**src/rtl/adfp_pkg.sv**
```systemverilog
// package for the delimited ascii decimal frame parser: sizes, framing bytes, shared types
`default_nettype none
package adfp_pkg;

	localparam int FIELDS    = 6;
	localparam int DIGITS    = 3;
	localparam int STORE_LEN = FIELDS * DIGITS;
	localparam int ADDR_W    = (STORE_LEN > 1) ? $clog2(STORE_LEN) : 1;
	localparam int DIG_W     = (DIGITS > 1) ? $clog2(DIGITS) : 1;
	localparam int FLD_W     = 4;

	localparam logic [7:0] CH_START = 8'h23;
	localparam logic [7:0] CH_END   = 8'h24;
	localparam logic [7:0] CH_SEP   = 8'h2C;
	localparam logic [7:0] CH_ZERO  = 8'h30;

	// tag that travels with one store read
	typedef struct packed {
		logic             vld;
		logic             first;
		logic             last;
		logic [FLD_W-1:0] fidx;
		logic             flast;
	} rd_tag_t;

endpackage
`default_nettype wire

```
**src/rtl/ascii_decimal_frame_parser_core.sv**
```systemverilog
// Top level of the delimited ascii decimal frame parser.
//
// Input channel: rx_byte with in_valid / in_stall, one received byte per
// transfer. '#' opens a frame, data bytes are stored, ',' checks the group
// length, '$' with a full store starts the conversion.
// Output channel: field_index, field_value, last_field with out_valid /
// out_stall, one decoded field per transfer, last_field on the final one.
// Configuration: cfg_write with cfg_data sets ascii_mode (reset value 1).
//
// Every byte other than a completing '$' is accepted without a stall. A
// completing '$' raises in_stall while the store is walked one byte per cycle
// through its single read port, except that a field's final digit is read only
// when the output register can take it. Each read byte is registered with its
// tag, accumulated, and a field's final digit loads the sum into the output
// register. While out_stall is high the field in the output register holds and
// the walk pauses before the next field's final digit is read.
// Reset clears the framing state, the counters and the output valid and
// sets ascii_mode; the byte store needs no clearing.
`default_nettype none
module ascii_decimal_frame_parser_core
	import adfp_pkg::*;
(
	input  wire logic             clk,
	input  wire logic             arst_n,
	input  wire logic             cfg_write,
	input  wire logic             cfg_data,
	input  wire logic             in_valid,
	output logic                  in_stall,
	input  wire logic [7:0]       rx_byte,
	output logic                  out_valid,
	input  wire logic             out_stall,
	output logic      [FLD_W-1:0] field_index,
	output logic      [15:0]      field_value,
	output logic                  last_field
);

	logic              wr_en;
	logic [ADDR_W-1:0] wr_addr;
	logic [7:0]        wr_data;
	logic              rd_en;
	logic [ADDR_W-1:0] rd_addr;
	logic [7:0]        rd_data;
	rd_tag_t           rd_tag;
	logic              out_free;

	adfp_ctrl u_ctrl (
		.clk      (clk),
		.arst_n   (arst_n),
		.in_valid (in_valid),
		.in_stall (in_stall),
		.rx_byte  (rx_byte),
		.out_free (out_free),
		.wr_en    (wr_en),
		.wr_addr  (wr_addr),
		.wr_data  (wr_data),
		.rd_en    (rd_en),
		.rd_addr  (rd_addr),
		.rd_tag   (rd_tag)
	);

	adfp_store u_store (
		.clk     (clk),
		.wr_en   (wr_en),
		.wr_addr (wr_addr),
		.wr_data (wr_data),
		.rd_en   (rd_en),
		.rd_addr (rd_addr),
		.rd_data (rd_data)
	);

	adfp_conv u_conv (
		.clk         (clk),
		.arst_n      (arst_n),
		.cfg_write   (cfg_write),
		.cfg_data    (cfg_data),
		.rd_tag      (rd_tag),
		.rd_data     (rd_data),
		.out_free    (out_free),
		.out_valid   (out_valid),
		.out_stall   (out_stall),
		.field_index (field_index),
		.field_value (field_value),
		.last_field  (last_field)
	);

endmodule
`default_nettype wire

```
**src/rtl/adfp_store.sv**
```systemverilog
// byte store: one write port, one read port with registered read data
`default_nettype none
module adfp_store
	import adfp_pkg::*;
(
	input  wire logic              clk,
	input  wire logic              wr_en,
	input  wire logic [ADDR_W-1:0] wr_addr,
	input  wire logic [7:0]        wr_data,
	input  wire logic              rd_en,
	input  wire logic [ADDR_W-1:0] rd_addr,
	output logic      [7:0]        rd_data
);

	logic [7:0] mem_q [STORE_LEN];

	always_ff @(posedge clk) begin
		if (wr_en) begin
			mem_q[wr_addr] <= wr_data;
		end
	end

	always_ff @(posedge clk) begin
		if (rd_en) begin
			rd_data <= mem_q[rd_addr];
		end
	end

endmodule
`default_nettype wire

```
**src/rtl/adfp_ctrl.sv**
```systemverilog
// framing state machine, byte and group counters, and store read sequencer
`default_nettype none
module adfp_ctrl
	import adfp_pkg::*;
(
	input  wire logic              clk,
	input  wire logic              arst_n,
	input  wire logic              in_valid,
	output logic                   in_stall,
	input  wire logic [7:0]        rx_byte,
	input  wire logic              out_free,
	output logic                   wr_en,
	output logic      [ADDR_W-1:0] wr_addr,
	output logic      [7:0]        wr_data,
	output logic                   rd_en,
	output logic      [ADDR_W-1:0] rd_addr,
	output rd_tag_t                rd_tag
);

	typedef enum logic [1:0] {
		ST_IDLE,
		ST_RECV,
		ST_CONV
	} state_t;

	state_t            state_q;
	logic [7:0]        byte_cnt_q;
	logic [7:0]        group_cnt_q;
	logic [ADDR_W-1:0] ptr_q;
	logic [DIG_W-1:0]  dig_q;
	logic [FLD_W-1:0]  fld_q;

	logic accept;
	logic dig_last;
	logic fld_last;
	logic is_data;

	assign in_stall = (state_q == ST_CONV);
	assign accept   = in_valid && !in_stall;
	assign dig_last = (dig_q == DIG_W'(DIGITS - 1));
	assign fld_last = (fld_q == FLD_W'(FIELDS - 1));
	assign is_data  = (rx_byte != CH_END) && (rx_byte != CH_SEP);

	assign wr_en   = accept && (state_q == ST_RECV) && is_data
	                 && (byte_cnt_q < 8'(STORE_LEN));
	assign wr_addr = byte_cnt_q[ADDR_W-1:0];
	assign wr_data = rx_byte;

	// the read of a field's final digit waits until the output register can take it
	assign rd_en   = (state_q == ST_CONV) && (!dig_last || out_free);
	assign rd_addr = ptr_q;

	always_comb begin
		rd_tag       = '0;
		rd_tag.vld   = rd_en;
		rd_tag.first = (dig_q == '0);
		rd_tag.last  = dig_last;
		rd_tag.fidx  = fld_q;
		rd_tag.flast = fld_last;
	end

	always_ff @(posedge clk or negedge arst_n) begin
		if (!arst_n) begin
			state_q     <= ST_IDLE;
			byte_cnt_q  <= '0;
			group_cnt_q <= '0;
			ptr_q       <= '0;
			dig_q       <= '0;
			fld_q       <= '0;
		end else begin
			case (state_q)
				ST_IDLE: begin
					if (accept && rx_byte == CH_START) begin
						state_q <= ST_RECV;
					end
				end
				ST_RECV: begin
					if (accept) begin
						if (rx_byte == CH_END) begin
							if (byte_cnt_q == 8'(STORE_LEN)) begin
								state_q    <= ST_CONV;
								byte_cnt_q <= '0;
								ptr_q      <= '0;
								dig_q      <= '0;
								fld_q      <= '0;
							end
						end else if (rx_byte == CH_SEP) begin
							if (group_cnt_q != 8'(DIGITS)) begin
								state_q    <= ST_IDLE;
								byte_cnt_q <= '0;
							end
							group_cnt_q <= '0;
						end else begin
							if (byte_cnt_q != 8'hFF) begin
								byte_cnt_q <= byte_cnt_q + 8'd1;
							end
							if (group_cnt_q != 8'hFF) begin
								group_cnt_q <= group_cnt_q + 8'd1;
							end
						end
					end
				end
				ST_CONV: begin
					if (rd_en) begin
						ptr_q <= ptr_q + ADDR_W'(1);
						if (dig_last) begin
							dig_q <= '0;
							fld_q <= fld_q + FLD_W'(1);
							if (fld_last) begin
								state_q <= ST_IDLE;
							end
						end else begin
							dig_q <= dig_q + DIG_W'(1);
						end
					end
				end
				default: begin
					state_q <= ST_IDLE;
				end
			endcase
		end
	end

endmodule
`default_nettype wire

```
**src/rtl/adfp_conv.sv**
```systemverilog
// digit accumulator, mode register and output register
`default_nettype none
module adfp_conv
	import adfp_pkg::*;
(
	input  wire logic             clk,
	input  wire logic             arst_n,
	input  wire logic             cfg_write,
	input  wire logic             cfg_data,
	input  rd_tag_t               rd_tag,
	input  wire logic [7:0]       rd_data,
	output logic                  out_free,
	output logic                  out_valid,
	input  wire logic             out_stall,
	output logic      [FLD_W-1:0] field_index,
	output logic      [15:0]      field_value,
	output logic                  last_field
);

	logic        ascii_mode_q;
	rd_tag_t     tag_s1;
	logic [15:0] acc_q;
	logic        out_valid_q;

	logic [15:0] digit;
	logic [15:0] acc_x10;
	logic [15:0] acc_next;

	// a negative ascii digit wraps modulo 2^16
	assign digit    = ascii_mode_q ? ({8'h00, rd_data} - {8'h00, CH_ZERO}) : {8'h00, rd_data};
	assign acc_x10  = {acc_q[12:0], 3'b000} + {acc_q[14:0], 1'b0};
	assign acc_next = (tag_s1.first ? 16'h0000 : acc_x10) + digit;

	// a finished field still in the pipeline register claims the output register next
	assign out_free  = (!out_valid_q || !out_stall) && !(tag_s1.vld && tag_s1.last);
	assign out_valid = out_valid_q;

	always_ff @(posedge clk or negedge arst_n) begin
		if (!arst_n) begin
			ascii_mode_q <= 1'b1;
			tag_s1       <= '0;
			out_valid_q  <= 1'b0;
		end else begin
			if (cfg_write) begin
				ascii_mode_q <= cfg_data;
			end
			tag_s1 <= rd_tag;
			if (tag_s1.vld && tag_s1.last) begin
				out_valid_q <= 1'b1;
			end else if (!out_stall) begin
				out_valid_q <= 1'b0;
			end
		end
	end

	always_ff @(posedge clk) begin
		if (tag_s1.vld) begin
			acc_q <= acc_next;
		end
		if (tag_s1.vld && tag_s1.last) begin
			field_index <= tag_s1.fidx;
			field_value <= acc_next;
			last_field  <= tag_s1.flast;
		end
	end

endmodule
`default_nettype wire

```
**config.mk**
```make
export PLATFORM = sky130hd
export DESIGN_NAME = ascii_decimal_frame_parser_core
export DESIGN_NICKNAME = d
export VERILOG_FILES = /design/src/rtl/adfp_pkg.sv /design/src/rtl/ascii_decimal_frame_parser_core.sv /design/src/rtl/adfp_store.sv /design/src/rtl/adfp_ctrl.sv /design/src/rtl/adfp_conv.sv
export SDC_FILE = /design/constraint.sdc
export NUM_CORES = 1
export LEC_CHECK = 0
export BUFFER_PORTS_ARGS = -buffer_cell sky130_fd_sc_hd__buf_2
export CAP_MARGIN = 30
export CORE_MARGIN = 2
export CORE_UTILIZATION = 50
export CTS_CLUSTER_DIAMETER = 150
export DETAILED_ROUTE_END_ITERATION = 8
export PLACE_DENSITY = 0.69
export SLEW_MARGIN = 20
export SYNTH_ARGS = -nofsm -noshare
export SYNTH_HDL_FRONTEND = slang
export SYNTH_SLANG_ARGS = --single-unit
```
**constraint.sdc**
```tcl
create_clock -name clk -period 3.9 [get_ports clk]
set_input_delay 0.195 -clock clk [delete_from_list [all_inputs] [get_ports clk]]
set_output_delay 0.195 -clock clk [all_outputs]
set_load 0.03 [all_outputs]
```
==> results by group, run 1 <==
Run status
  – Status: finished, final reports clean

Placed design
  – DP HPWL: 14.1 mm
  – GPL Wtd Cong: 0.887
  – IO Port Bufs: 36
  – Placed cell count: roughly 980

Global route
  – Gr usage total: between 10% and 20%
  – Pin count of the biggest net entering global routing: 40
  – Initial antenna violation count: 0
  – First-pass GRT wire length: between 30 and 40 mm
  – Grt ovf: 0
  – Number of global-route vias before repair: slightly above 6000

Yosys
  – Mapped Cells: between 600 and 700
  – Post-synth EDFFs: around 190
  – Main synth FF type: edfxtp_1
  – #FFs+latches synth: between 200 and 250
  – Post-synth top cells: edfxtp_1 (188), nor2_1 (74), mux4_2 (40)
  – Seq/Total Area, Yosys: 64.4%
  – Post-Syn Nets: approximately 740
  – Unique cell type count in the Yosys netlist: 71
  – Top-count cell post-synth: edfxtp_1
  – Area contributors post-synth: edfxtp_1 (55%), dfrtp_1 (9.2%), mux4_2 (8.8%)
  – Synth async-reset ratio: between 10% and 20%
  – Synth top area share: a little over half
  – Yosys warning count: 0
  – Mapped Area: about 10000 um^2
  – Post-Syn Area per Cell: about 15 um^2
  – Top cell type by total area after synthesis: edfxtp_1

Clock tree
  – TritonCTS clock tree: yes
  – Clock latency on the worst-skew pair: about 0.53 ns
  – H-tree depth: 1
  – Clock buffer count from CTS: 24
  – Clock Root Buffer: clkbuf_16
  – Max Root-Sink Buffers: 3
  – Clock transition at path regs: around 0.060 ns
  – CTS Sinks: about 230

Setup path
  – Critical R2R Capture: u_conv.field_value[15]$_DFFE_PP_
  – Reg2reg start: u_conv.acc_q[2]$_DFFE_PP_
  – Arrival @ worst endpoint: around 4.1 ns
  – Critical path type: flop to flop
  – CP max FO: 5
  – Required time of the critical path: ~4.2 ns
  – R2r setup slk: approximately 0.11 ns
  – Reg2Reg Depth: 16
  – Setup crit start kind: flop
  – CP Capture Type: flop

Die
  – Io pins: 37
  – Die Wd: between 100 and 150 um
  – Chip Height: approximately 150 um
  – Core Region: 20200 um^2
  – Initial Utilization: a little over 50%
  – Die ar.: 21700 um^2
  – # rows: 52

Job
  – Max-Cap Viols: 0

Drt
  – Wire per inst: 20.5 um
  – Routed Antenna Nets: 0
  – Via/cell ratio: between 5 and 6
  – Initial DRC count: 565
  – # DRC: 0
  – Drt pass-1 iters: 5
  – Total number of vias: 6007
  – WL final: approximately 21 mm

STA
  – Final hold violation count: 0
  – Final setup viols: 0
  – Worst slew margin: roughly two fifths
  – Minimum clock period: about 3.8 ns
  – F_max: between 0.2 and 0.3 GHz
  – Worst Max-Slew Pin Slew: just over 0.9 ns
  – Fin crit share: between 90% and 100%
  – Setup skew after layout: 0.0148 ns
  – Max-slew violation count: 0

Power
  – VDD IR max: 0.000435 V
  – Gate power share: 39.5%
  – Leakage: about 4.3 nW
  – Sw Pwr: around 0.0033 W
  – Clock share of power: around 23%
  – P_int: 0.00613 W
  – Power density over cell area: about 810 nW/um^2
  – Pwr Total: ~0.0095 W
  – Sw Share: between 30% and 40%
  – Reg power frac: around 37%

Finish
  – Finished Layout Cells: ~1000
  – Reg area: 6620 um^2
  – Layout cell share with drive strength beyond 1: roughly 20%
  – Multi-input logic area: 3520 um^2
  – Antenna diode count: 0
  – Layout Area Growth over Synthesis: 13.4%
  – Filler Cell Count: about 1600
  – Final nets: a little under 800

Hold path
  – Hold path depth: 3
  – Hold_sp: out_stall
  – Hold crit path type: primary input to flop
  – Hold endpoint: u_conv.out_valid$_DFFE_PN0P_
critical path: stages (launching register included):
cell and delay (ns):
edfxtp_1 0.42, ha_1 0.23, inv_1 0.08, fa_1 0.18
nor2b_1 0.08, o31ai_2 0.39, a22oi_2 0.15, a21o_1 0.20
a21oi_1 0.17, mux2_2 0.35, ha_1 0.36, and3_1 0.23
a211oi_1 0.07, o21ai_0 0.14, o221ai_1 0.14, a211oi_2 0.25
xnor2_1 0.09
registers in the layout, summed over array words and instances (netlist names), 4 cells and up:
| register | cells |
|---|---|
| u_ctrl.byte_cnt_q | 8 |
| u_store.mem_q | 144 |
| u_conv.acc_q | 15 |
| u_store.rd_data | 8 |
| u_ctrl.rd_addr | 5 |
| u_ctrl.fld_q | 4 |
| u_ctrl.group_cnt_q | 8 |
| u_conv.field_index | 4 |
| u_conv.tag_s1 | 8 |
| u_conv.field_value | 16 |
stage by stage:
step	cell area, um^2	TNS (ns)	util [%]	setup WS, ns	hold WS (ns)
5_1_grt	11700	-0.0159	57.7	-0.0159	0.0302
2_1_floorplan	10300	0	-	0.483	-0.101
6_report	11700	0	57.7	0.111	0.0228
3_5_place_dp	10800	0	53.4	0.0540	0.375
4_1_cts	11600	0	57.3	0.0342	0.00358
3_3_place_gp	10800	0	53.4	0.250	0.352
area by class of cell:
| type | count | area share [%] |
|---|---|---|
| Tap cell | 270 | 2.89 |
| Clock buffer | 30 | 5.34 |
| Clock inverter | 14 | 1.11 |
| Sequential cell | 227 | 56.8 |
| Inverter | 22 | 0.708 |
| Timing Repair Buffer | 53 | 3.00 |
| Multi-Input combinational cell | 417 | 30.2 |
per-layer routing:
metal | share of wire, % | vias to the layer above | global-route usage (%)
li1 | - | 2752 | -
met1 | 42 | 3026 | 25.7
met2 | 51 | 195 | 35.0
met3 | 4.1 | 34 | 2.81
met4 | 2.1 | 0 | 5.10
met5 | 0 | - | 0
how the worst max path moves through the flow:
stage | start | to | slack, ns | cells past startpoint
floorplan | u_conv.acc_q[0]$_DFFE_PP_ | u_conv.field_value[15]$_DFFE_PP_ | 0.48 | 16
global placement | u_conv.acc_q[2]$_DFFE_PP_ | u_conv.field_value[15]$_DFFE_PP_ | 0.25 | 16
detailed placement | u_conv.acc_q[2]$_DFFE_PP_ | u_conv.field_value[15]$_DFFE_PP_ | 0.05 | 16
CTS | u_conv.acc_q[2]$_DFFE_PP_ | u_conv.field_value[15]$_DFFE_PP_ | 0.03 | 16
global route | u_conv.acc_q[2]$_DFFE_PP_ | u_conv.field_value[15]$_DFFE_PP_ | -0.02 | 16
finish | u_conv.acc_q[2]$_DFFE_PP_ | u_conv.field_value[15]$_DFFE_PP_ | 0.11 | 16
layout by cell type, fill, tap and decap left out, drive strengths merged, types with 4 or more instances in the layout:
cell type / count
nand2b: 8
a21o: 10
edfxtp: 188
nor2: 75
nor3: 14
mux2: 7
nand2: 38
ha: 35
nor2b: 12
mux4: 40
clkbuf: 30
nand3: 8
buf: 49
o21a: 5
dlygate4sd3: 4
nand4: 11
inv: 22
o21ai: 15
clkinv: 11
xor2: 19
xnor2: 14
dfrtp: 38
a21oi: 27
a211oi: 5
mux2i: 9
and3: 8
power by group through the flow:
| stage | Clock [W] | Sequential, W | Combinational, W |
|---|---|---|---|
| 6_report | 0.00218 | 0.00354 | 0.00373 |
| 5_1_grt | 0.00231 | 0.00360 | 0.00407 |
| 4_1_cts | 0.00222 | 0.00355 | 0.00363 |
| 3_5_place_dp | 0 | 0.00360 | 0.00359 |
| 3_3_place_gp | 0 | 0.00358 | 0.00345 |
| 2_1_floorplan | 0 | 0.00349 | 0.00276 |
repair_timing:
action                                  CTS  global route
hold endpoints to repair                 40             0
gates resized for setup                   0             4
endpoints found under the setup margin    0             1
setup buffers                             0             1
hold buffers                              4             0
cells by family (layout without fill, tap and decap cells):
group	Yosys count	in the layout	synth area share [%]
flops	227	227	64.4
compound gates	94	94	6.44
mux	56	56	10.4
fa+ha+maj	37	37	4.64
xor+xnor	33	33	2.81
simple gates	197	197	9.74
buf+inv	41	119	1.61
Power figures use the tool's default switching activity.
==> inputs of run 2 (changes only) <==
- PLACE_DENSITY: 0.69 -> default
- PLACE_DENSITY_LB_ADDON: default -> 0.2
==> run 2 against run 1 <==
  * Largest cell class unchanged
  * Sequential cell count unchanged
  * Clock power increased by 16%
  * Setup slack improved by 0.070 ns
  * Sequential share of layout area decreased by 0.53 points
  * Final area increased by 0.95%
  * Non-clock buffer count decreased by 5
  * Combinational power about the same
  * Via count decreased by 0.30%
  * Critical endpoint unchanged
  * Core utilization increased by 0.55 points
  * Wire length decreased by 4.7%
==> results by group, run 2 (same netlist as run 1, synthesis figures left out) <==
Run status
  – Status: finished, final reports clean

Global route
  – Pin count of the biggest net entering global routing: 40 (unchanged)
  – Gr usage total: 19.1% (-0.61 points)
  – Number of global-route vias before repair: 6172 (+2.3%)
  – First-pass GRT wire length: 32.9 mm (-1.3%)
  – Initial antenna violation count: 0 (unchanged)
  – Grt ovf: 0 (unchanged)

Die
  – # rows: 52 (unchanged)
  – Core Region: 20200 um^2 (unchanged)
  – Die ar.: 21700 um^2 (unchanged)
  – Initial Utilization: 50.9% (unchanged)
  – Die Wd: 147 um (unchanged)
  – Io pins: 37 (unchanged)
  – Chip Height: 147 um (unchanged)

Placed design
  – IO Port Bufs: 36 (unchanged)
  – Dpl cell area: 10800 um^2 (-0.27%)
  – DP HPWL: 13.9 mm (-1.6%)
  – GPL Wtd Cong: 0.914 (+3.0%)
  – Placed cell count: 977 (-0.41%)

Clock tree
  – TritonCTS clock tree: yes
  – Clock transition at path regs: 0.06 ns (about the same)
  – Clock latency on the worst-skew pair: 0.52 ns (about the same)
  – Post-CTS Setup Inserts: 0 (unchanged)
  – Clock Root Buffer: clkbuf_16
  – H-tree depth: 1 (unchanged)
  – Clock buffer count from CTS: 25 (+4.2%)
  – CTS Sinks: 227 (unchanged)
  – Max Root-Sink Buffers: 3 (unchanged)

STA
  – RSZ-0062 raised after global routing: no
  – Final hold slack: 0.0713 ns (+0.0485 ns)
  – Max-slew violation count: 0 (unchanged)
  – Minimum clock period: 3.72 ns (-0.0700 ns)
  – Final hold violation count: 0 (unchanged)
  – Worst Max-Slew Pin Slew: 0.861 ns (-0.0493 ns)
  – Setup skew after layout: 0.0102 ns (-0.00461 ns)
  – F_max: 0.269 GHz (+1.9%)
  – Fin crit share: 95.4% (-1.8 points)
  – Post-route setup TNS: 0 ns (unchanged)
  – Worst slew margin: 42.6% (+3.5 points)
  – Final setup viols: 0 (unchanged)

Finish
  – Max reg flops: 144 (unchanged)
  – Largest register by flop count: u_store.mem_q
  – Layout cell share with drive strength beyond 1: 20.3% (+0.21 points)
  – Final Util: 58.2% (+0.55 points)
  – Finished Layout Cells: 1030 (-0.29%)
  – Layout Area Growth over Synthesis: 14.5%
  – Commonest non-fill, non-tap cells in the layout: edfxtp_1 (188), nor2_1 (74), mux4_2 (40), nand2_1 (38)
  – Finished Cell Area: 11800 um^2 (+0.95%)
  – Final nets: 792 (-0.50%)
  – Most common cell after layout, fill and taps aside: edfxtp_1
  – Largest registers: u_store.mem_q x144, u_conv.field_value x16, u_conv.acc_q x15
  – Antenna diode count: 0 (unchanged)

Power
  – Sw Share: 34.2% (-0.92 points)
  – VDD IR max: 0.000438 V (+0.76%)
  – Leakage: 4.34 nW (+1.0%)
  – Clock share of power: 25.8% (+2.7 points)
  – Gate power share: 37.7% (-1.8 points)
  – P_int: 0.00646 W (+5.2%)
  – Power density over cell area: 833 nW/um^2 (+2.8%)
  – Sw Pwr: 0.00336 W (+1.1%)
  – Reg power frac: 36.5% (-0.9 points)

Setup path
  – Setup crit start kind: flop
  – Required time of the critical path: 4.16 ns (about the same)
  – Reg2reg start: u_conv.acc_q[5]$_DFFE_PP_
  – CP Launch Point: u_conv.acc_q[5]$_DFFE_PP_
  – CP Capture Type: flop
  – Arrival @ worst endpoint: 3.98 ns (-0.08 ns)
  – Critical path type: flop to flop
  – CP max FO: 5 (unchanged)

Drt
  – Total number of vias: 5989 (-0.30%)
  – Via/cell ratio: 5.81 (about the same)
  – Routed Antenna Nets: 0 (unchanged)
  – # DRC: 0 (unchanged)
  – Initial DRC count: 493 (-13%)
  – Wire per inst: 19.6 um (-4.4%)
  – Drt pass-1 iters: 5 (unchanged)
  – WL final: 20.2 mm (-4.7%)

Hold path
  – Hold crit path type: primary input to async pin

Job
  – Max-Cap Viols: 0 (unchanged)
==> run 2: path summary, 6_finish.rpt <==
| check | to | cells after the start | slack [ns] |
|---|---|---|---|
| min in group clk | u_store.mem_q[10][7]$_DFFE_PP_ | 1 | 0.08 |
| min reg2reg | u_conv.tag_s1[4]$_DFF_PN0_ | 0 | 0.41 |
| max reg2reg | u_conv.field_value[15]$_DFFE_PP_ | 14 | 0.18 |
| min | u_ctrl.byte_cnt_q[3]$_DFFE_PN0P_ | 2 | 0.07 |
| max in group asynchronous | u_conv.ascii_mode_q$_DFFE_PN1P_ | 3 | 3.32 |
| max | u_conv.field_value[15]$_DFFE_PP_ | 14 | 0.18 |
==> run 2: area by class of cell <==
class,count,area (um^2)
timing repair buffer,48,315
tap,270,338
clock buffer,27,643
fill,1528,8450
sequential,227,6630
inverter,22,82.6
clock inverter,19,267
multi-input combinational,417,3510
==> run 2: timing repair <==
item / 4_1_cts / 5_1_grt
endpoints found under the setup margin: 0 / 1
hold buffers: 5 / 0
endpoints found under the hold margin: 41 / 0
resized for setup: 0 / 2
==> run 2: stage by stage <==
step | power (W) | worst slack [ns]
final | 0.00981 | 0.181
after global routing | 0.0104 | 0.00305
after CTS | 0.00982 | 0.172
after detailed placement | 0.00723 | 0.175
after global placement | 0.00711 | 0.309
after floorplan | 0.00625 | 0.483
==> run 2: routing by layer <==
layer  vias up  routed length [um]  share of wire (%)  GRT usage, %
li1       2742                   -                  -             -
met2       212               10200                 50          33.0
met1      2991                8420                 42          25.7
met3        44                1140                5.6          3.06
met5         -                   0                  0             0
met4         0                 471                2.3          4.52
==> run 2: critical path, cell delays in order, from the launching register on <==
cell,delay [ns]
edfxtp_1,0.40
ha_1,0.36
o21a_1,0.21
o21ai_0,0.25
a22oi_2,0.15
a21o_1,0.20
a21oi_1,0.17
mux2_2,0.35
ha_1,0.36
and3_1,0.23
a211oi_1,0.07
o21ai_0,0.15
o221ai_1,0.13
a211oi_1,0.30
xnor2_1,0.12
==> run 2: power groups by stage <==
stage	clock network [W]	logic [W]	registers, W
after floorplan	0	0.00276	0.00349
after global placement	0	0.00348	0.00363
after detailed placement	0	0.00359	0.00364
after CTS	0.00259	0.00363	0.00360
after global routing	0.00268	0.00407	0.00364
final	0.00253	0.00370	0.00358
